<file path="config.mk">
export PLATFORM = sky130hd
export DESIGN_NAME = sbc_cell
export DESIGN_NICKNAME = d
export VERILOG_FILES = /design/src/design/sbc_pkg.sv /design/src/design/sbc_cell.sv
export SDC_FILE = /design/constraint.sdc
export NUM_CORES = 1
export LEC_CHECK = 0
export ABC_AREA = 1
export BUFFER_PORTS_ARGS = -buffer_cell sky130_fd_sc_hd__buf_2
export CORE_AREA = 5 5 200 202
export CTS_BUF_LIST = sky130_fd_sc_hd__clkbuf_8 sky130_fd_sc_hd__clkbuf_16
export CTS_CLUSTER_DIAMETER = 120
export DETAILED_ROUTE_END_ITERATION = 8
export DIE_AREA = 0 0 205 207
export PLACE_DENSITY = 0.7
export RECOVER_POWER = 25
export SYNTH_ARGS = -nofsm -noshare
export SYNTH_HDL_FRONTEND = slang
export SYNTH_SLANG_ARGS = --single-unit
</file>
<file path="constraint.sdc">
create_clock -name clk -period 3.98 [get_ports clk]
set_clock_uncertainty 0.1 [all_clocks]
set_input_delay 0.597 -clock clk [delete_from_list [all_inputs] [get_ports clk]]
set_output_delay 0.597 -clock clk [all_outputs]
set_load 0.1 [all_outputs]
</file>
<file path="src/design/sbc_pkg.sv">
// Package of the sector buffer cache tag engine.
// Holds widths, codes and the structures shared by the cells and the top level.
// Depends on nothing.
package sbc_pkg;

	localparam int unsigned MAX_SLOTS   = 64;
	localparam int unsigned DEF_SLOTS   = 8;
	localparam int unsigned IDX_W       = 6;
	localparam int unsigned SECT_W      = 48;
	localparam int unsigned SPB_W       = 17;
	localparam int unsigned STAMP_W     = 64;
	localparam int unsigned CNT_W       = 4;
	localparam int unsigned MAX_WB      = 8;
	localparam int unsigned SLOT_OUT_W  = 3;
	localparam int unsigned CFG_IDX_W   = 1;

	localparam logic [SPB_W-1:0] SPB_RESET = 17'd8;

	localparam logic [1:0] MODE_READ  = 2'd0;
	localparam logic [1:0] MODE_WRITE = 2'd1;
	localparam logic [1:0] MODE_FLUSH = 2'd2;
	localparam logic [1:0] MODE_NONE  = 2'd3;

	localparam logic [1:0] STATUS_OK      = 2'd0;
	localparam logic [1:0] STATUS_RANGE   = 2'd1;
	localparam logic [1:0] STATUS_NODRIVE = 2'd2;

	localparam logic [CFG_IDX_W-1:0] REG_SPB = 1'd0;
	localparam logic [CFG_IDX_W-1:0] REG_VOL = 1'd1;

	typedef struct packed {
		logic               v;
		logic [CNT_W-1:0]   cnt;
		logic               hit;
		logic [IDX_W-1:0]   hit_idx;
		logic               free;
		logic [IDX_W-1:0]   free_idx;
		logic               min_set;
		logic [STAMP_W-1:0] min_stamp;
		logic [IDX_W-1:0]   min_idx;
		logic               min_dirty;
		logic [SECT_W-1:0]  min_sector;
	} scan_rec_t;

	typedef struct packed {
		logic              flush;
		logic [SECT_W-1:0] sector;
		logic [SPB_W-1:0]  span;
	} bcast_t;

	typedef struct packed {
		logic               we;
		logic [IDX_W-1:0]   idx;
		logic               fill;
		logic [SECT_W-1:0]  first;
		logic [STAMP_W-1:0] stamp;
		logic               write;
	} upd_t;

	typedef struct packed {
		logic              req;
		logic [IDX_W-1:0]  idx;
		logic [SECT_W-1:0] sector;
	} emit_t;

	typedef struct packed {
		logic [SLOT_OUT_W-1:0] slot_index;
		logic                  hit;
		logic                  writeback_valid;
		logic [SECT_W-1:0]     writeback_sector;
		logic                  fill_valid;
		logic [SECT_W-1:0]     fill_sector;
		logic [1:0]            status;
		logic                  last;
	} result_t;

endpackage

</file>
<file path="src/design/sbc_cell.sv">
// One cache slot: its tag, marks and use stamp, and one step of the scan chain.
// Depends on sbc_pkg.
module sbc_cell #(
	parameter int unsigned IDX = 0
) (
	input  logic                clk,
	input  logic                arst_n,
	input  logic                adv,
	input  sbc_pkg::bcast_t     bc,
	input  sbc_pkg::upd_t       upd,
	input  sbc_pkg::scan_rec_t  rin,
	output sbc_pkg::scan_rec_t  rout,
	output sbc_pkg::emit_t      em
);
	import sbc_pkg::*;

	localparam logic [IDX_W-1:0] MY_IDX = IDX_W'(IDX);

	logic               valid_q;
	logic               dirty_q;
	logic [SECT_W-1:0]  first_q;
	logic [STAMP_W-1:0] stamp_q;
	logic               hit_here;
	logic               emit_req;
	logic               sel;
	scan_rec_t          next;
	scan_rec_t          rec_q;

	assign sel = upd.we && (upd.idx == MY_IDX);
	assign hit_here = valid_q && (bc.sector >= first_q) &&
		({1'b0, bc.sector} < ({1'b0, first_q} + (SECT_W + 1)'(bc.span)));
	assign emit_req = rin.v && bc.flush && valid_q && dirty_q && (rin.cnt < CNT_W'(MAX_WB));

	always_comb begin
		next = rin;
		if (rin.v && !bc.flush) begin
			if (!rin.hit && hit_here) begin
				next.hit     = 1'b1;
				next.hit_idx = MY_IDX;
			end
			if (!rin.free && !valid_q) begin
				next.free     = 1'b1;
				next.free_idx = MY_IDX;
			end
			if (!rin.min_set || (stamp_q < rin.min_stamp)) begin
				next.min_set    = 1'b1;
				next.min_stamp  = stamp_q;
				next.min_idx    = MY_IDX;
				next.min_dirty  = dirty_q;
				next.min_sector = first_q;
			end
		end
		if (emit_req) begin
			next.cnt = CNT_W'(rin.cnt + CNT_W'(1));
		end
	end

	assign em.req    = emit_req;
	assign em.idx    = MY_IDX;
	assign em.sector = first_q;
	assign rout      = rec_q;

	always_ff @(posedge clk or negedge arst_n) begin
		if (!arst_n) begin
			rec_q <= '0;
		end else if (adv) begin
			rec_q <= next;
		end
	end

	always_ff @(posedge clk or negedge arst_n) begin
		if (!arst_n) begin
			valid_q <= 1'b0;
			dirty_q <= 1'b0;
			stamp_q <= '0;
		end else if (sel) begin
			valid_q <= 1'b1;
			dirty_q <= upd.write | (dirty_q & ~upd.fill);
			stamp_q <= upd.stamp;
		end else if (adv && emit_req) begin
			dirty_q <= 1'b0;
		end
	end

	always_ff @(posedge clk) begin
		if (sel && upd.fill) begin
			first_q <= upd.first;
		end
	end

endmodule

</file>
Word-level counts from Yosys, hierarchy flattened
Cells that the tools add are included.
{"block": "classes", "add_sub_neg": 2, "n_lt_le_gt_ge": 4, "n_mux": 7, "bitwise": 3, "reduce_logical": 20}
{"cell": "$mux 134", "n": 1}
{"cell": "$mux 120", "n": 1}
{"cell": "$lt 64x64->1", "n": 1}
{"cell": "$add 48x17->49", "n": 1}
{"cell": "$lt 48x49->1", "n": 1}
{"cell": "$ge 48x48->1", "n": 1}
{"cell": "$mux 7", "n": 2}
{"cell": "$logic_and 1x1->1", "n": 12}
{"cell": "$logic_not 6->1", "n": 1}
{"cell": "$logic_not 1->1", "n": 5}
{"cell": "$add 4x1->4 const B", "n": 1}
{"cell": "$lt 4x4->1 const B", "n": 1}
{"cell": "$mux 4", "n": 1}
{"cell": "$mux 1", "n": 2}
{"cell": "$reduce_bool 2->1", "n": 1}
{"cell": "$and 1x1->1", "n": 1}
{"cell": "$logic_or 1x1->1", "n": 1}
{"cell": "$not 1->1", "n": 1}
{"cell": "$or 1x1->1", "n": 1}
{"block": "totals", "register_bits": 253, "input_bits": 329, "output_inout_bits": 194, "wordCells": 51}

Longest topological paths before layout
Gate-level depths: netlist (run 1).
{"block": "depth", "ltp_word": 7, "mapped_depth": 27}

Worst setup path before layout (run 1)
OpenSTA, ideal clock, no wires.
{"block": "synth_timing", "path_kind": "reg2reg", "start": "reg first_q[0]", "end": "reg rec_q (netlist bit rout[127])", "setup_time_ns": 0.068, "arrival_ns": 3.722, "required_time_ns": 3.812, "path_slack_ns": 0.090, "path_stages_with_launch": 26, "path_buffers": 0, "period_less_slack_ns": 3.890, "cell_sequence": "edfxtp_1 > ha_1 > fa_1 > nand3_1 > nand2_1 > nand2_1 > nand2_1 > nand2_1 > nand2_1 > nand2_1 > o21ai_2 > nand2_1 > xor2_1 > ha_1 > nand2_1 > nor2_1 > nand3_1 > nor4_1 > nand2_1 > nand2_1 > nand2_1 > nand2_1 > nand2_1 > nand3_1 > nand2_1 > nand2_1"}
{"block": "synth_via", "elab_chain_cells": 6, "word_cells_on_any_way": 8, "classes_between": "add/sub (1); order compare (2); mux (2); reduce/logical (3)"}
{"element": "from (decl)", "line": "sbc_cell.sv:21", "rtl": "logic [SECT_W-1:0] first_q;"}
{"element": "from (signal assigned)", "line": "sbc_cell.sv:87", "rtl": "first_q <= upd.first;"}
{"element": "$add 48x17->49 or $ge 48x48->1 (tied branches)", "line": "sbc_cell.sv:31, sbc_cell.sv:30"}
{"element": "$lt 48x49->1 or $logic_and 1x1->1 (tied branches)", "line": "sbc_cell.sv:31, sbc_cell.sv:30"}
{"element": "$logic_and 1x1->1 *", "line": "sbc_cell.sv:30", "rtl": "assign hit_here = valid_q && (bc.sector >= first_q) &&"}
{"element": "$logic_and 1x1->1 *", "line": "sbc_cell.sv:37", "rtl": "if (!rin.hit && hit_here) begin"}
{"element": "$mux 7 *", "line": "sbc_cell.sv:37"}
{"element": "$mux 134 *", "line": "sbc_cell.sv:36", "rtl": "if (rin.v && !bc.flush) begin"}
{"element": "to (signal assigned)", "line": "sbc_cell.sv:67", "rtl": "rec_q <= next;"}
{"element": "to (decl)", "line": "sbc_cell.sv:27", "rtl": "scan_rec_t rec_q;"}
Mark *: on every way between the ends. The rest lies on a longest branch, timed or not.
A chain may end at the register's enable or synchronous reset.

Worst setup path in the final report (run 1)
{"block": "layout_timing", "start": "reg first_q[11]", "end": "reg rec_q (netlist bit rout[130])"}
Same word-level chain as after synthesis.

==> flow_summary.ini, run 1 <==
[status]
outcome = finished, violations left
violations = capacitance limit, slew limit

[sta]
finalMaxSlewViolations = 119
min_period_ns = 3.73
timing.hold.ws_ns = 0.0836
relSlewSlack = -0.840
tightest_slew_ns = 2.76
period_share = 0.937
fmax_mhz = 268
rsz0062_at_grt = no
fin_setup_tns_ns = 0
finalHoldViolCount = 0
report.final.setup_viol = 0

[critical_path]
cp-startpoint = first_q[11]
cpMaxStageDelayCell = edfxtp_1
reg2reg_slack_ns = 0.25
critical_path_arrival_ns = 4.11
start_kind = flop
crit_type = flop to flop
r2r-start = first_q[11]
crit_top_cell = nand2_1
max_stage_delay_ns = 0.43
crit_required_ns = 4.36
path_max_fanout = 6
path_delay_family = simple AND/OR/NAND/NOR gates
worstSetupEndpointType = flop
cp_num_buf_inv = 4

[clocking]
cts_buffer_depth = 3
clock_latency_ns = 0.60
clock-sinks = 253
cts.clk_slew.worst_paths_ns = 0.06
cts_root_buf = clkbuf_16
cts_buffers = 30
cts_tree = done
htreeDepth = 1

[route]
drc = 0
ant_nets = 0
routed_wl_um = 60800
vias = 16800
drt_pre_antenna_iters = 5
wl_per_cell_um = 18.6
drt_iter0_markers = 1152
vias_per_cell = 5.13

[grt]
track_usage = 0.274
overflow = 0
grt_pass1_vias = 17000
grt_antenna_before_repair = 14
grt_pass1_wl_um = 93600
grt_max_degree = 135

[power_and_ir_drop]
peakVddDrop_mv = 0.349
p_leak_nw = 11.7
pwr-share-clk = 0.326
p_int_mw = 5.28
p_seq_frac = 0.353
pwr-share-comb = 0.322
p_per_area_nw_per_um2 = 412
p_sw_mw = 3.47
power_switching_share = 0.397

[cells_and_area]
design_area_um2 = 21200
layout.nets = 3228
fin_cells = 3275
drive_above_1_share = 0.240
synthToLayoutAreaGrowth_pct = 27.5

[die]
ios = 523
coreArea_um2 = 38100
die_area_um2 = 42400
rows = 72
initial_utilization = 0.437
die_h_um = 207
dieWidth_um = 205

[synth]
synthMuxAreaShare = 0
yosys_warnings = 0
syn_avg_cell_area_um2 = 7.63
synth_cell_types = 40
synthAdderAreaFrac = 0.134
synth_edf_count = 48
synthXorXnorAreaFrac = 0.0247
ys_seq_area_frac = 0.395
async_flop_share = 0.810
synth-seq-cells = 253
synth_top_family_by_area = simple AND/OR/NAND/NOR gates
yosys.area_share.simple = 0.273
synth-main-ff-cell = dfrtp_1
synth_compound_area_frac = 0.0742
synthCells = 2180
synth_area_um2 = 16600

[place]
dp_hpwl_um = 46700
placed_cell_area_um2 = 20100
io_buffers = 516
dp.cells = 3201
place_congestion = 0.943

[run]
maxCapViolCount = 2

[min_path]
holdCritStartpoint = upd[104]
holdCritPathClass = input port to flop
cells by family after synthesis:
group	after synthesis
AND/OR/NAND/NOR	1079
buffers and inverters	390
flip-flops	253
AO/OA/AOI/OAI	233
adder cells (fa/ha/maj)	177
XOR/XNOR	47
other	1
cell type report:
cell class	count	area, µm²
inverter	302	1130
timing repair buffer	593	3260
sequential	253	6570
antenna	11	27.5
tap	518	648
clock inverter	22	211
fill	3667	16900
multi-input combinational	1542	8540
clock buffer	34	817
layer usage:
layer / track usage / part of all wire
met4: 0.0762 / 0.027
met5: 0 / 0.0010
met3: 0.0479 / 0.079
met2: 0.476 / 0.49
met1: 0.350 / 0.41
per-stage QoR:
step,total power [mW],utilization,setup WS [ns]
after global routing,9.16,0.557,0.0257
final,8.75,0.557,0.252
after CTS,8.80,0.554,0.00773
after floorplan,5.15,-,0.0901
after global placement,5.88,0.526,-0.231
after detailed placement,5.92,0.526,-0.328
placed cells by master (no fill, tap or decap), drive strengths merged, types with 4 or more instances in the layout:
| master | synthesis | final |
|---|---|---|
| nor3 | 22 | 22 |
| clkbuf | 45 | 36 |
| a21oi | 98 | 98 |
| xor2 | 38 | 38 |
| xnor2 | 9 | 9 |
| nand4 | 19 | 19 |
| o21ai | 107 | 107 |
| dfrtp | 205 | 205 |
| conb | 1 | 6 |
| inv | 302 | 310 |
| nand3 | 267 | 267 |
| clkinv | 0 | 10 |
| nand3b | 4 | 4 |
| ha | 176 | 176 |
| buf | 43 | 590 |
| nor4 | 13 | 13 |
| a21o | 8 | 8 |
| nor2 | 92 | 92 |
| diode | 0 | 11 |
| o21a | 5 | 5 |
| nand2 | 658 | 658 |
| edfxtp | 48 | 48 |
state kept, by name, summed over array words and instances, names as in the netlist:
signal,flops
dirty_q,1
rout,139
stamp_q,64
first_q,48
valid_q,1
cells in the mapped netlist (2+ instances only):
master    count  area [µm²]
a21boi_1      2        15.0
a21o_1        8        60.1
a21oi_1      98         490
a31oi_1       3        18.8
and3_1        2        12.5
buf_1         8        30.0
buf_2         7        35.0
buf_4         9        67.6
buf_6        19         214
clkbuf_1     45         169
dfrtp_1     205        5130
edfxtp_1     48        1440
ha_1        176        2200
inv_1       301        1130
nand2_1     656        2460
nand2_2       2        12.5
nand3_1     267        1340
nand3b_1      4        30.0
nand4_1      19         119
nor2_1       91         342
nor3_1       22         110
nor4_1       11        68.8
o211ai_1      3        22.5
o21a_1        5        37.5
o21ai_0     106         531
o21bai_1      3        22.5
o31ai_1       2        15.0
xnor2_1       9        78.8
xor2_1       38         333
power by group through the flow:
stage	sequential, mW	combinational, mW	clock (mW)
3_5_place_dp	3.12	2.80	0
5_1_grt	3.11	3.04	3.01
6_report	3.08	2.81	2.85
2_1_floorplan	4.18	0.971	0
4_1_cts	3.08	2.81	2.91
3_3_place_gp	3.12	2.76	0
path summary, 6_finish.rpt:
kind	to	cells past startpoint
max	rout[130]	25
min reg2reg	rout[62]	2
min	first_q[39]	1
max reg2reg	rout[130]	25
min in group asynchronous	rout[88]	2
max in group asynchronous	rout[18]	3
what timing repair did:
action / CTS / global route
pin swaps: 0 / 2
resized for setup: 2 / 17
setup buffers: 0 / 6
hold buffers: 1 / 0
setup endpoints to repair: 6 / 7
endpoints found under the hold margin: 39 / 0
No activity file was read; power rests on OpenSTA's default activity.
==> run 2, diff against run 1 <==
BUFFER_PORTS_ARGS = -buffer_cell sky130_fd_sc_hd__buf_4   (was -buffer_cell sky130_fd_sc_hd__buf_2)
==> run 2 against run 1 <==
The run still ends with capacitance limit, slew limit left. Count of clock-buffer cells in the layout grew 2. Die area is the same. Non-clock buffer count shrank 19. Largest cell class unchanged. Power shrank 0.46%. Clock power shrank 7.4%. Via count grew 0.70%. Critical path depth is the same.
==> flow_summary.ini, run 2 (synthesis gave the netlist of run 1 again) <==
[status]
outcome = finished, violations left
violations = capacitance limit, slew limit

[sta]
min_period_ns = 3.68
finalHoldViolCount = 0
report.final.setup_viol = 0
timing.hold.ws_ns = 0.108
period_share = 0.924
fmax_mhz = 272
setup_ws_ns = 0.304
tightest_slew_ns = 2.57
relSlewSlack = -0.712
finalMaxSlewViolations = 94
fin_setup_tns_ns = 0

[place]
pre_cts_ws_ns = -0.271
placed_cell_area_um2 = 21200
io_buffers = 516
dp_hpwl_um = 48400
place_congestion = 0.957
dp.cells = 3180

[power_and_ir_drop]
p_leak_nw = 12.0
total_power_mw = 8.71
peakVddDrop_mv = 0.347
p_per_area_nw_per_um2 = 391

[die]
dieWidth_um = 205
initial_utilization = 0.437
die_area_um2 = 42400
rows = 72
ios = 523
die_h_um = 207
coreArea_um2 = 38100

[cells_and_area]
fin_cells = 3247
layout.nets = 3208
most-common-layout-cells = nand2_1 (655), buf_4 (515), inv_1 (309), nand3_1 (266), dfrtp_1 (205)
fin_util = 0.585
design_area_um2 = 22300
largest_reg_flops = 139
final_common_cell = nand2_1
drive_above_1_share = 0.236
synthToLayoutAreaGrowth_pct = 34.0

[critical_path]
start_kind = flop
crit_type = flop to flop
worstSetupEndpointType = flop
critical_path_arrival_ns = 4.04
path_max_fanout = 6
crit_required_ns = 4.34

[route]
drt_pre_antenna_iters = 5
ant_nets = 0
wl_per_cell_um = 19.2
vias_per_cell = 5.21
routed_wl_um = 62400
vias = 16900
drt_iter0_markers = 1002
drc = 0

[grt]
overflow = 0
grt_pass1_wl_um = 95800
grt_antenna_before_repair = 6
track_usage = 0.282
grt_pass1_vias = 16900
grt_max_degree = 96

[clocking]
cts.clk_slew.worst_paths_ns = 0.06
cts_buffers = 29
clock_latency_ns = 0.58
cts_buffer_depth = 3
cts_root_buf = clkbuf_16
clock-sinks = 253
cts_tree = done
htreeDepth = 1

[min_path]
holdCritPathClass = input port to flop

[run]
maxCapViolCount = 1
==> run 2: changes by cell type in the layout (fill, tap and decap cells not counted), moves of 3 or more <==
cell	change
diode_2	-6
a21oi_2	-3
clkinv_1	-3
clkbuf_8	+4
ha_1	-6
a21oi_1	+3
ha_4	+5
buf_2	-514
clkbuf_4	+49
buf_4	+448
==> run 2: what timing repair did <==
action                     4_1_cts  5_1_grt
setup buffers                    0        8
gates resized for setup          2       20
hold buffers                     1        0
setup endpoints to repair        2        7
hold endpoints to repair        93        0
pin swaps                        0        1
==> run 2: worst max-delay path: stages, from the launching register on <==
cell and delay [ns]:
edfxtp_1 0.43, ha_1 0.35, a21oi_2 0.16, nor2_1 0.06, nor2_1 0.12, nor2_1 0.06, nor2_1 0.10, nand2_1 0.08
a21oi_2 0.17, inv_1 0.07, nand2_1 0.12, nor2_1 0.06, buf_4 0.15, nand2_1 0.07, xor2_1 0.16, ha_1 0.26
a21oi_1 0.15, o21ai_0 0.10, nand3_1 0.07, a21oi_1 0.07, a211oi_1 0.17, nand2_1 0.11, nand2_2 0.10, nand3_4 0.13
nand2_1 0.10, nand2_1 0.05
==> run 2: area by class of cell <==
cell class / instances / area, µm²
fillers: 3499 / 15800
multi-input cells: 1542 / 8590
flip-flops and latches: 253 / 6570
repair buffers: 574 / 4390
inverters: 302 / 1130
clock buffers: 36 / 822
well taps: 518 / 648
clock inverters: 17 / 114
diodes: 5 / 12.5
==> run 2: worst paths after layout <==
check                       startpoint           to  slack, ns  cells after the start
max in group asynchronous       arst_n  stamp_q[21]       1.00                      2
setup / recovery           first_q[11]    rout[130]       0.30                     25
setup reg to reg           first_q[11]    rout[130]       0.30                     25
min in group asynchronous       arst_n     rout[88]       1.23                      2
hold reg to reg               rout[62]     rout[62]       0.38                      2
hold / removal                upd[100]  first_q[35]       0.11                      1
==> run 2: per-layer routing <==
layer,GRT usage,part of all wire,up-vias
met3,0.0594,0.084,106
li1,-,-,8103
met5,0,0.00021,-
met4,0.0875,0.034,2
met2,0.482,0.49,707
met1,0.357,0.40,7993
==> run 2: power breakdown <==
group | switching [mW] | leakage [nW] | internal, mW
registers | 0.177 | 2.80 | 2.92
logic | 2.12 | 8.71 | 0.849
clock network | 1.13 | 0.503 | 1.52
total | 3.42 | 12.0 | 5.28
