<file path="src/design/sbc_pkg.sv">
// Package of the sector buffer cache tag engine.
// Holds widths, codes and the structures shared by the cells and the top level.
// Depends on nothing.
package sbc_pkg;

	localparam int unsigned MAX_SLOTS   = 64;
	localparam int unsigned DEF_SLOTS   = 8;
	localparam int unsigned IDX_W       = 6;
	localparam int unsigned SECT_W      = 48;
	localparam int unsigned SPB_W       = 17;
	localparam int unsigned STAMP_W     = 64;
	localparam int unsigned CNT_W       = 4;
	localparam int unsigned MAX_WB      = 8;
	localparam int unsigned SLOT_OUT_W  = 3;
	localparam int unsigned CFG_IDX_W   = 1;

	localparam logic [SPB_W-1:0] SPB_RESET = 17'd8;

	localparam logic [1:0] MODE_READ  = 2'd0;
	localparam logic [1:0] MODE_WRITE = 2'd1;
	localparam logic [1:0] MODE_FLUSH = 2'd2;
	localparam logic [1:0] MODE_NONE  = 2'd3;

	localparam logic [1:0] STATUS_OK      = 2'd0;
	localparam logic [1:0] STATUS_RANGE   = 2'd1;
	localparam logic [1:0] STATUS_NODRIVE = 2'd2;

	localparam logic [CFG_IDX_W-1:0] REG_SPB = 1'd0;
	localparam logic [CFG_IDX_W-1:0] REG_VOL = 1'd1;

	typedef struct packed {
		logic               v;
		logic [CNT_W-1:0]   cnt;
		logic               hit;
		logic [IDX_W-1:0]   hit_idx;
		logic               free;
		logic [IDX_W-1:0]   free_idx;
		logic               min_set;
		logic [STAMP_W-1:0] min_stamp;
		logic [IDX_W-1:0]   min_idx;
		logic               min_dirty;
		logic [SECT_W-1:0]  min_sector;
	} scan_rec_t;

	typedef struct packed {
		logic              flush;
		logic [SECT_W-1:0] sector;
		logic [SPB_W-1:0]  span;
	} bcast_t;

	typedef struct packed {
		logic               we;
		logic [IDX_W-1:0]   idx;
		logic               fill;
		logic [SECT_W-1:0]  first;
		logic [STAMP_W-1:0] stamp;
		logic               write;
	} upd_t;

	typedef struct packed {
		logic              req;
		logic [IDX_W-1:0]  idx;
		logic [SECT_W-1:0] sector;
	} emit_t;

	typedef struct packed {
		logic [SLOT_OUT_W-1:0] slot_index;
		logic                  hit;
		logic                  writeback_valid;
		logic [SECT_W-1:0]     writeback_sector;
		logic                  fill_valid;
		logic [SECT_W-1:0]     fill_sector;
		logic [1:0]            status;
		logic                  last;
	} result_t;

endpackage

</file>
<file path="src/design/sbc_div.sv">
// Restoring divider that gives the remainder of a sector number by the slot size,
// one quotient bit a cycle. Depends on sbc_pkg.
module sbc_div (
	input  logic                       clk,
	input  logic                       arst_n,
	input  logic                       start,
	input  logic [sbc_pkg::SECT_W-1:0] dividend,
	input  logic [sbc_pkg::SPB_W-1:0]  divisor,
	output logic [sbc_pkg::SPB_W-1:0]  rem,
	output logic                       done
);
	import sbc_pkg::*;

	localparam int unsigned STEP_W = $clog2(SECT_W + 1);

	logic              busy_q;
	logic [STEP_W-1:0] step_q;
	logic [SECT_W-1:0] dvd_q;
	logic [SPB_W-1:0]  div_q;
	logic [SPB_W-1:0]  rem_q;
	logic [SPB_W:0]    trial;

	assign trial = {rem_q, dvd_q[SECT_W-1]};
	assign rem   = rem_q;
	assign done  = !busy_q;

	always_ff @(posedge clk or negedge arst_n) begin
		if (!arst_n) begin
			busy_q <= 1'b0;
			step_q <= '0;
		end else if (start) begin
			busy_q <= 1'b1;
			step_q <= STEP_W'(SECT_W);
		end else if (busy_q) begin
			step_q <= STEP_W'(step_q - STEP_W'(1));
			if (step_q == STEP_W'(1)) begin
				busy_q <= 1'b0;
			end
		end
	end

	always_ff @(posedge clk) begin
		if (start) begin
			dvd_q <= dividend;
			div_q <= divisor;
			rem_q <= '0;
		end else if (busy_q) begin
			dvd_q <= {dvd_q[SECT_W-2:0], 1'b0};
			if (trial >= {1'b0, div_q}) begin
				rem_q <= SPB_W'(trial - {1'b0, div_q});
			end else begin
				rem_q <= trial[SPB_W-1:0];
			end
		end
	end

endmodule

</file>
<file path="config.mk">
export PLATFORM = sky130hd
export DESIGN_NAME = sbc_div
export DESIGN_NICKNAME = d
export VERILOG_FILES = /design/src/design/sbc_pkg.sv /design/src/design/sbc_div.sv
export SDC_FILE = /design/constraint.sdc
export NUM_CORES = 1
export LEC_CHECK = 0
export BUFFER_PORTS_ARGS = -buffer_cell sky130_fd_sc_hd__clkbuf_2
export CAP_MARGIN = 20
export CORE_MARGIN = 1.5
export CORE_UTILIZATION = 40
export DETAILED_ROUTE_END_ITERATION = 8
export GPL_TIMING_DRIVEN = 1
export PLACE_DENSITY = 0.63
export SKIP_LAST_GASP = 1
export SLEW_MARGIN = 15
export SYNTH_ARGS = -nofsm -noshare
export SYNTH_HDL_FRONTEND = slang
export SYNTH_SLANG_ARGS = --single-unit
export TNS_END_PERCENT = 1
</file>
<file path="constraint.sdc">
create_clock -name clk -period 4 [get_ports clk]
set_input_delay 0 -clock clk [delete_from_list [all_inputs] [get_ports clk]]
set_output_delay 0 -clock clk [all_outputs]
set_load 0.05 [all_outputs]
</file>
Yosys cells after proc, flatten, opt, wreduce, memory -nomap -nowiden:

Index checks and enable logic that the tools add are counted.

* mux-type cells: 8
* $add $sub $neg: 2
* equality and inequality tests: 1
* reduce and logical (&&, ||, !) cells: 2
* magnitude comparators: 1

Operators by type and width (number)
* 48-bit two-way mux: 2
* 18-bit by 17-bit >= comparator with 1-bit output: 1
* 17-bit two-way mux: 1
* 17-bit subtractor: 1
* 6-bit two-way mux: 2
* 6-bit by 1-bit equality test with 1-bit output (second input constant): 1
* 6-bit by 1-bit subtractor with 6-bit output (second input constant): 1
* 1-bit two-way mux: 3
* 2-bit nonzero test: 1
* 1-bit zero test: 1

* flip-flop bits (word level): 89
* logic and storage cells: 19
* output and inout port bits: 18
* input port bits: 68

Depth between registers and ports, before layout:

Gate-level depths: netlist of the first run.

* depth after elaboration: 4
* gate-level depth with buffers: 13

Worst setup path before layout of the first run:

OpenSTA, ideal clock, no wires.

* path type: register -> register
* from: reg rem_q[14] (netlist: rem[14])
* to: reg rem_q[10] (netlist: rem[10])
* stages on the path, launching flop included: 11
* data arrival time: 2.471 ns
* setup time: 0.079 ns
* data required time: 3.921 ns
* period minus slack after synthesis: 2.550 ns
* setup slack: 1.450 ns
* path through: dfxtp_1 -> ha_1 -> buf_6 -> a21o_1 -> a211oi_1 -> o31ai_2 -> or2_1 -> buf_6 -> buf_12 -> mux2i_1 -> a211oi_2

* word-level cells in the longest chain between the ends: 2

RTL lines
* start, declared: RTL line sbc_div.sv:20 `logic [SPB_W-1:0] rem_q;`
* start signal, assigned: RTL line sbc_div.sv:50 `rem_q <= SPB_W'(trial - {1'b0, div_q});`
* start signal, assigned: RTL line sbc_div.sv:52 `rem_q <= trial[SPB_W-1:0];`
* 18-bit by 17-bit >= comparator with 1-bit output: RTL line sbc_div.sv:49 `if (trial >= {1'b0, div_q}) begin`
* 17-bit two-way mux: RTL line sbc_div.sv:49

Every way passes these cells.
A chain may end at the register's enable or synchronous reset.

Final worst setup path of the first run:

* from: reg dvd_q[47]
* to: reg rem_q[0] (netlist: rem[0])

* word-level cells in the longest chain between the ends: 2
* elaborated cells on any way between the ends: 3
* those cells by class: add/sub (1); order compare (1); mux (1)

RTL lines
* start, declared: RTL line sbc_div.sv:18 `logic [SECT_W-1:0] dvd_q;`
* start signal, assigned: RTL line sbc_div.sv:44 `dvd_q <= dividend;`
* start signal, assigned: RTL line sbc_div.sv:48 `dvd_q <= {dvd_q[SECT_W-2:0], 1'b0};`
* 17-bit subtractor / 18-bit by 17-bit >= comparator with 1-bit output (equally long branches): RTL line sbc_div.sv:50, sbc_div.sv:49
* 17-bit two-way mux (*): RTL line sbc_div.sv:49

Mark *: on every way between the ends. The rest lies on a longest branch, timed or not.

==> reports/results.tsv, run 1 <==
stage	metric	value	unit
run_status	outcome	completed	
run	drv_cap	0	
global_route	grt_first_pass_wirelength	16100	um
yosys	synth_top_area_cell	edfxtp_1	
setup_path	critPathMaxFanout	6	
sta	setup-tns-final	0	ps
setup_path	cp_common_cell	inv_1	
sta	post-route-period-util	0.709	
power_and_ir_drop	p_leak	2.55	nW
clock_network	htree_levels	3	
die	io_pins	86	
place	place_ws	1190	ps
routing	drc	0	
layout	antenna_cells	0	
sta	drv_slew	0	
die	fp.dieW	109	um
yosys	ys_seq_elements	89	
yosys	synth_edf_count	65	
routing	ant_nets	0	
routing	drt_first_iter_violations	156	
routing	via_count	3278	
yosys	dominantRegCellSynth	edfxtp_1	
clock_network	cts_resized	0	
yosys	synthArstFlopShare	0.0787	
routing	vias_per_cell	4.99	
yosys	synth_seq_area_share	0.544	
yosys	yosys_warnings	0	
routing	drt_wl_total	9730	um
layout	final.fill_count	964	
sta	rsz0062_at_grt	false	
clock_network	cts_buffer_depth	2	
sta	fin_ws	1170	ps
yosys	syn-instance-count	362	
yosys	synthTopCellsByArea	edfxtp_1 43%, mux2_2 12%, dfxtp_1 7.5%	
clock_network	clockRootBuffer	clkbuf_16	
setup_path	critPathLaunchType	flip-flop	
place	dp_hpwl	6120	um
sta	finalSetupViolCount	0	
routing	drt_first_pass_iters	4	
setup_path	cpPeakStageDelay	460	ps
global_route	grt-ovfl-total	0	
yosys	synth_area	4530	um^2
sta	worstMarginPinSlew	1000	ps
clock_network	cts_inserted_buffers	9	
layout	area_delta_synth_final	32.0	%
place	gp_congestion	0.861	
die	die_y	109	um
setup_path	rr_startpoint	dvd_q[47]	
clock_network	ctsHoldBuffers	66	
setup_path	cp.arrival	3090	ps
sta	slew_headroom	0.332	
yosys	avgSynthCellArea	12.5	um^2
layout	drive_gt1_frac	0.304	
global_route	gr-usage-all-layers	0.177	
setup_path	endpoint_kind	flip-flop	
sta	fin_crit	2830	ps
global_route	grt_max_degree	58	
setup_path	critPathSlowestCell	nor2_1	
setup_path	worst_ep_required_time	4250	ps
power_and_ir_drop	power.density	553	nW/um^2
sta	hold_violations	0	
clock_network	postCtsSetupRepairBufs	0	
clock_network	numClockSinks	89	
place	port_buffers	85	
clock_network	clock_latency	340	ps
clock_network	cts_tree	yes	
layout	finalInstanceArea	5980	um^2
yosys	syn-num-nets	450	
setup_path	path_cells	inv_1, ha_1, inv_1, fa_1, a21oi_1, o211ai_2, nand3_1, a31oi_1, nor2_1, mux2_2, a211oi_1	
sta	skew	8.65	ps
place	placed_area	5030	um^2
die	design.die.area	12000	um^2
setup_path	crit_type	flip-flop to flip-flop	
die	start_util	0.414	
routing	post_drt_wl_per_cell	14.8	um
global_route	grt_pass1_vias	3453	
yosys	synth_top_area_frac	0.431	
sta	max_freq	353	MHz
sta	fin_hold_ws	22.3	ps
global_route	antenna_found_initial	0	
setup_path	startpoint	dvd_q[47]	
die	core_area	10900	um^2
layout	final_nets	600	
die	num_rows	38	
power_and_ir_drop	max-vdd-ir-drop	0.430	mV
clock_network	clk_pin_slew_worst_paths	60	ps
yosys	yosysUniqueCellTypes	49	
worst_hold_path	min_path_type	primary input to asynchronous set/reset pin	
layout by cell type (no fill, tap or decap), types with 11 or more instances in the layout:
master,count
edfxtp_1,65
a21oi_1,11
ha_1,19
inv_1,23
clkbuf_2,84
nor2_1,27
nand2_1,15
mux2_2,48
dlygate4sd3_1,66
a211oi_1,12
dfxtp_1,17
Yosys cell counts, types with 3 or more instances:
cell type	count
o31ai_1	3
xnor2_1	8
ha_1	19
mux2_2	48
dfrtp_1	7
edfxtp_1	65
clkbuf_1	4
or3_1	3
nand3_1	8
inv_1	24
mux2i_1	9
xor2_1	9
buf_6	7
o21bai_1	7
nand2b_1	6
o21ai_0	10
nor3_1	6
nor2_1	27
a21oi_1	11
nand2_1	15
a211oi_1	12
dfxtp_1	17
o21a_1	3
a21o_1	3
routing by layer:
metal | global-route usage | share of wire | wire length (um)
met1 | 0.205 | 0.43 | 4190
met2 | 0.311 | 0.50 | 4820
met3 | 0.0599 | 0.060 | 583
met4 | 0.0445 | 0.013 | 125
met5 | 0 | 0 | 0
worst max-delay path, delay by kind of cell (launching register included):
| family | cells | cell delay [ps] |
|---|---|---|
| fa+ha+maj | 2 | 560 |
| flops | 1 | 350 |
| buf+inv | 2 | 140 |
| mux | 1 | 400 |
| simple gates | 2 | 570 |
| compound gates | 4 | 720 |
per-stage QoR:
| stage | instances | power, mW | util |
|---|---|---|---|
| 6_report | 657 | 3.31 | 0.547 |
| 5_1_grt | 657 | 3.51 | 0.547 |
| 4_1_cts | 657 | 3.34 | 0.547 |
| 3_5_place_dp | 575 | 2.44 | 0.460 |
| 3_3_place_gp | 575 | 2.41 | 0.460 |
| 2_1_floorplan | 362 | 2.21 | - |
registers in the layout, summed over array words and instances (netlist names):
register  count
rem          17
step_q        6
busy_q        1
dvd_q        48
div_q        17
power breakdown:
part / switching, mW / internal (mW) / total [mW]
Sequential: 0.102 / 1.14 / 1.24
Combinational: 0.733 / 0.495 / 1.23
Clock: 0.350 / 0.486 / 0.837
worst paths after layout:
check	to	slack, ps	cells past startpoint
hold / removal	step_q[4]	20	2
max in group asynchronous	busy_q	3820	2
hold reg to reg	rem[14]	500	2
min in group clk	div_q[2]	240	1
setup / recovery	rem[0]	1170	11
setup reg to reg	rem[0]	1170	11
final cells by class:
| type | instances | area [um^2] | area share |
|---|---|---|---|
| Clock buffer | 10 | 229 | 0.0383 |
| Clock inverter | 6 | 65.1 | 0.0109 |
| Inverter | 25 | 93.8 | 0.0157 |
| Multi-Input combinational cell | 234 | 1850 | 0.309 |
| Sequential cell | 89 | 2470 | 0.412 |
| Tap cell | 140 | 175 | 0.0293 |
| Timing Repair Buffer | 153 | 1100 | 0.184 |
kinds of logic after synthesis:
group                    share of synthesized area
adder cells (fa/ha/maj)                     0.0569
multiplexers                                 0.139
buffers and inverters                       0.0475
AO/OA/AOI/OAI                               0.0975
XOR/XNOR                                    0.0329
flip-flops                                   0.544
AND/OR/NAND/NOR                             0.0817
(Power assumes the default switching activity.)
==> run 2, diff against run 1 <==
--- a/config.mk
+++ b/config.mk
@@ -5,13 +5,14 @@
 export SDC_FILE = /design/constraint.sdc
 export NUM_CORES = 1
 export LEC_CHECK = 0
+export ABC_AREA = 1
 export BUFFER_PORTS_ARGS = -buffer_cell sky130_fd_sc_hd__clkbuf_2
 export CAP_MARGIN = 20
 export CORE_MARGIN = 1.5
 export CORE_UTILIZATION = 40
 export DETAILED_ROUTE_END_ITERATION = 8
 export GPL_TIMING_DRIVEN = 1
-export PLACE_DENSITY = 0.63
+export PLACE_DENSITY = 0.62
 export SKIP_LAST_GASP = 1
 export SLEW_MARGIN = 15
 export SYNTH_ARGS = -nofsm -noshare
==> constraint.sdc (replaced) <==
create_clock -name clk -period 2.65 [get_ports clk]
set_input_delay 0 -clock clk [delete_from_list [all_inputs] [get_ports clk]]
set_output_delay 0 -clock clk [all_outputs]
set_load 0.05 [all_outputs]
==> run 2 against run 1 <==
Sequential cell count did not move. Critical path depth did not move. Cell count rose by 37%. Critical path type unchanged. Critical endpoint is now rem[8].
==> reports/results.tsv, run 2 <==
stage	metric	value	unit
worst_hold_path	min_path_type	primary input to asynchronous set/reset pin	
clock_network	clk_pin_slew_worst_paths	70	ps
routing	wl_met3	647	um
die	fp.dieW	114	um
routing	via_count	4271	
die	io_pins	86	
yosys	synth_seq_area_share	0.503	
layout	final_nets	839	
place	gp_congestion	0.913	
sta	slew_headroom	0.411	
layout	regMostFlops	dvd_q	
setup_path	path_cells	inv_1, ha_1, inv_1, fa_1, nand3_1, nand3_2, nand2_4, nand2_4, nand2_2, nand3_1, o21ai_1	
global_route	antenna_found_initial	0	
routing	drc	0	
die	die_y	114	um
yosys	syn-instance-count	602	
layout	largest_register_ffs	48	
yosys	synth_area	4900	um^2
setup_path	crit_type	flip-flop to flip-flop	
sta	drv_slew	0	
setup_path	endpoint_kind	flip-flop	
clock_network	numClockSinks	89	
clock_network	clockRootBuffer	clkbuf_16	
die	num_rows	40	
layout	area_delta_synth_final	30.3	%
setup_path	critPathMaxFanout	19	
yosys	synth_most_common_cell	nand2_1	
yosys	yosysUniqueCellTypes	33	
routing	drt-met1-wl	5210	um
clock_network	cts_resized	0	
sta	max_freq	454	MHz
place	port_buffers	85	
place	dp_hpwl	7740	um
global_route	grt-ovfl-total	0	
layout	antenna_cells	0	
power_and_ir_drop	power	5.65	mW
routing	drt_first_iter_violations	209	
sta	post-route-period-util	0.830	
sta	setup-tns-final	0	ps
layout	drive_gt1_frac	0.180	
layout	final.fill_count	1117	
yosys	synth_top_area_frac	0.398	
sta	hold_violations	0	
yosys	synth_edf_count	65	
power_and_ir_drop	max-vdd-ir-drop	0.478	mV
routing	drt_first_pass_iters	4	
sta	fin_crit	2200	ps
setup_path	cp.arrival	2470	ps
yosys	synthTopCellsByArea	edfxtp_1 40%, nand2_1 20%, dfxtp_1 6.9%	
die	core_area	12000	um^2
sta	finalSetupViolCount	0	
sta	skew	4.99	ps
global_route	grt_first_pass_wirelength	19700	um
routing	maxUsedRoutingLayer	met4	
clock_network	htree_levels	3	
sta	worstMarginPinSlew	882	ps
layout	layout_commonest_cell	nand2_1	
die	start_util	0.410	
power_and_ir_drop	power.density	884	nW/um^2
global_route	grt_pass1_vias	4280	
run_status	outcome	completed	
clock_network	cts_inserted_buffers	9	
run	drv_cap	0	
yosys	avgSynthCellArea	8.14	um^2
yosys	yosys_warnings	0	
setup_path	crit_family	simple AND/OR/NAND/NOR gates	
routing	vias_per_cell	4.73	
yosys	ys_top_cells_by_count	256 x nand2_1, 81 x inv_1, 65 x edfxtp_1, 38 x nand3_1, 19 x ha_1	
global_route	gr-usage-all-layers	0.196	
power_and_ir_drop	p_leak	3.30	nW
setup_path	worst_ep_required_time	2920	ps
yosys	syn-num-nets	690	
sta	rsz0062_at_grt	false	
routing	drt_wl_total	11700	um
yosys	synthArstFlopShare	0.0787	
yosys	dominantRegCellSynth	edfxtp_1	
yosys	synth_top_area_cell	edfxtp_1	
clock_network	cts_tree	yes	
clock_network	postCtsSetupRepairBufs	0	
clock_network	cts_buffer_depth	2	
setup_path	critPathSlowestCell	fa_1	
routing	route.met2.wl	5650	um
setup_path	cpPeakStageDelay	430	ps
yosys	ys_seq_elements	89	
routing	post_drt_wl_per_cell	13.0	um
routing	ant_nets	0	
die	design.die.area	12900	um^2
global_route	grt_max_degree	59	
clock_network	clock_latency	350	ps
setup_path	crit_buf_inv	2	
layout	final_cell_mix	256 x nand2_1, 85 x clkbuf_2, 80 x inv_1	
setup_path	critPathLaunchType	flip-flop	
-- run 2: cell types whose count changed in the layout (fill, tap and decap cells not counted), moves of 8 or more --
| cell | previous run | this run |
|---|---|---|
| nor2_1 | 27 | 17 |
| nand3_2 | 1 | 9 |
| nand3_1 | 8 | 38 |
| nand2_1 | 15 | 256 |
| a211oi_1 | 12 | 0 |
| nand2_2 | 0 | 10 |
| mux2i_1 | 9 | 0 |
| mux2_2 | 48 | 0 |
| nand3b_1 | 0 | 8 |
| inv_1 | 23 | 80 |
-- run 2: metrics by stage --
step / setup slack (ps) / hold WS, ps / cell area [um^2] / instances / util
detailed placement: 471 / -152 / 5460 / 821 / 0.456
floorplan: 281 / -296 / 4900 / 602 / -
global route: 265 / 57.2 / 6390 / 903 / 0.534
global placement: 544 / -157 / 5460 / 821 / 0.456
CTS: 453 / 33.8 / 6390 / 903 / 0.534
finish: 450 / 47.3 / 6390 / 903 / 0.534
-- run 2: cell families after synthesis --
family | share of synthesized area
and+or+nand+nor | 0.319
buffers and inverters | 0.0824
DFF | 0.503
AOI/OAI and AO/OA | 0.0306
adders and majority gates | 0.0526
xor gates and xnor gates | 0.0125
-- run 2: timing repair --
item,CTS,global route
hold endpoints to repair,72,0
setup endpoints to repair,0,0
hold buffers,66,0
-- run 2: final timing paths --
path	depth (start not counted)	endpoint	slack, ps	startpoint
setup reg to reg	11	rem[8]	450	dvd_q[47]
max in group asynchronous	2	step_q[2]	2430	arst_n
min in group clk	1	div_q[9]	190	start
hold / removal	2	step_q[1]	50	arst_n
hold reg to reg	2	rem[10]	480	rem[10]
setup / recovery	11	rem[8]	450	dvd_q[47]
-- run 2: worst reg2reg max path, delay by kind of cell, from the launching register on --
kind,cells,cell delay (ps)
simple gates,6,940
flops,1,360
buf+inv,2,140
compound gates,1,110
fa+ha+maj,2,580
-- run 2: area by class of cell --
cell class / instances / area (um^2) / area share
timing repair buffer: 155 / 1120 / 0.175
multi-input combinational: 411 / 2030 / 0.318
tap: 147 / 184 / 0.0288
sequential: 89 / 2470 / 0.386
clock buffer: 10 / 229 / 0.0358
inverter: 85 / 319 / 0.0499
clock inverter: 6 / 42.5 / 0.00666
-- run 2: power breakdown --
group / switching [mW] / total, mW / leakage [nW] / internal, mW
clock network: 0.564 / 1.20 / 0.131 / 0.640
logic: 1.71 / 2.57 / 2.26 / 0.863
registers: 0.147 / 1.87 / 0.915 / 1.73
-- run 2: routing by layer --
layer	up-vias	GRT usage
met5	-	0
met2	113	0.329
li1	2196	-
met4	0	0.0775
met1	1944	0.243
met3	18	0.0484
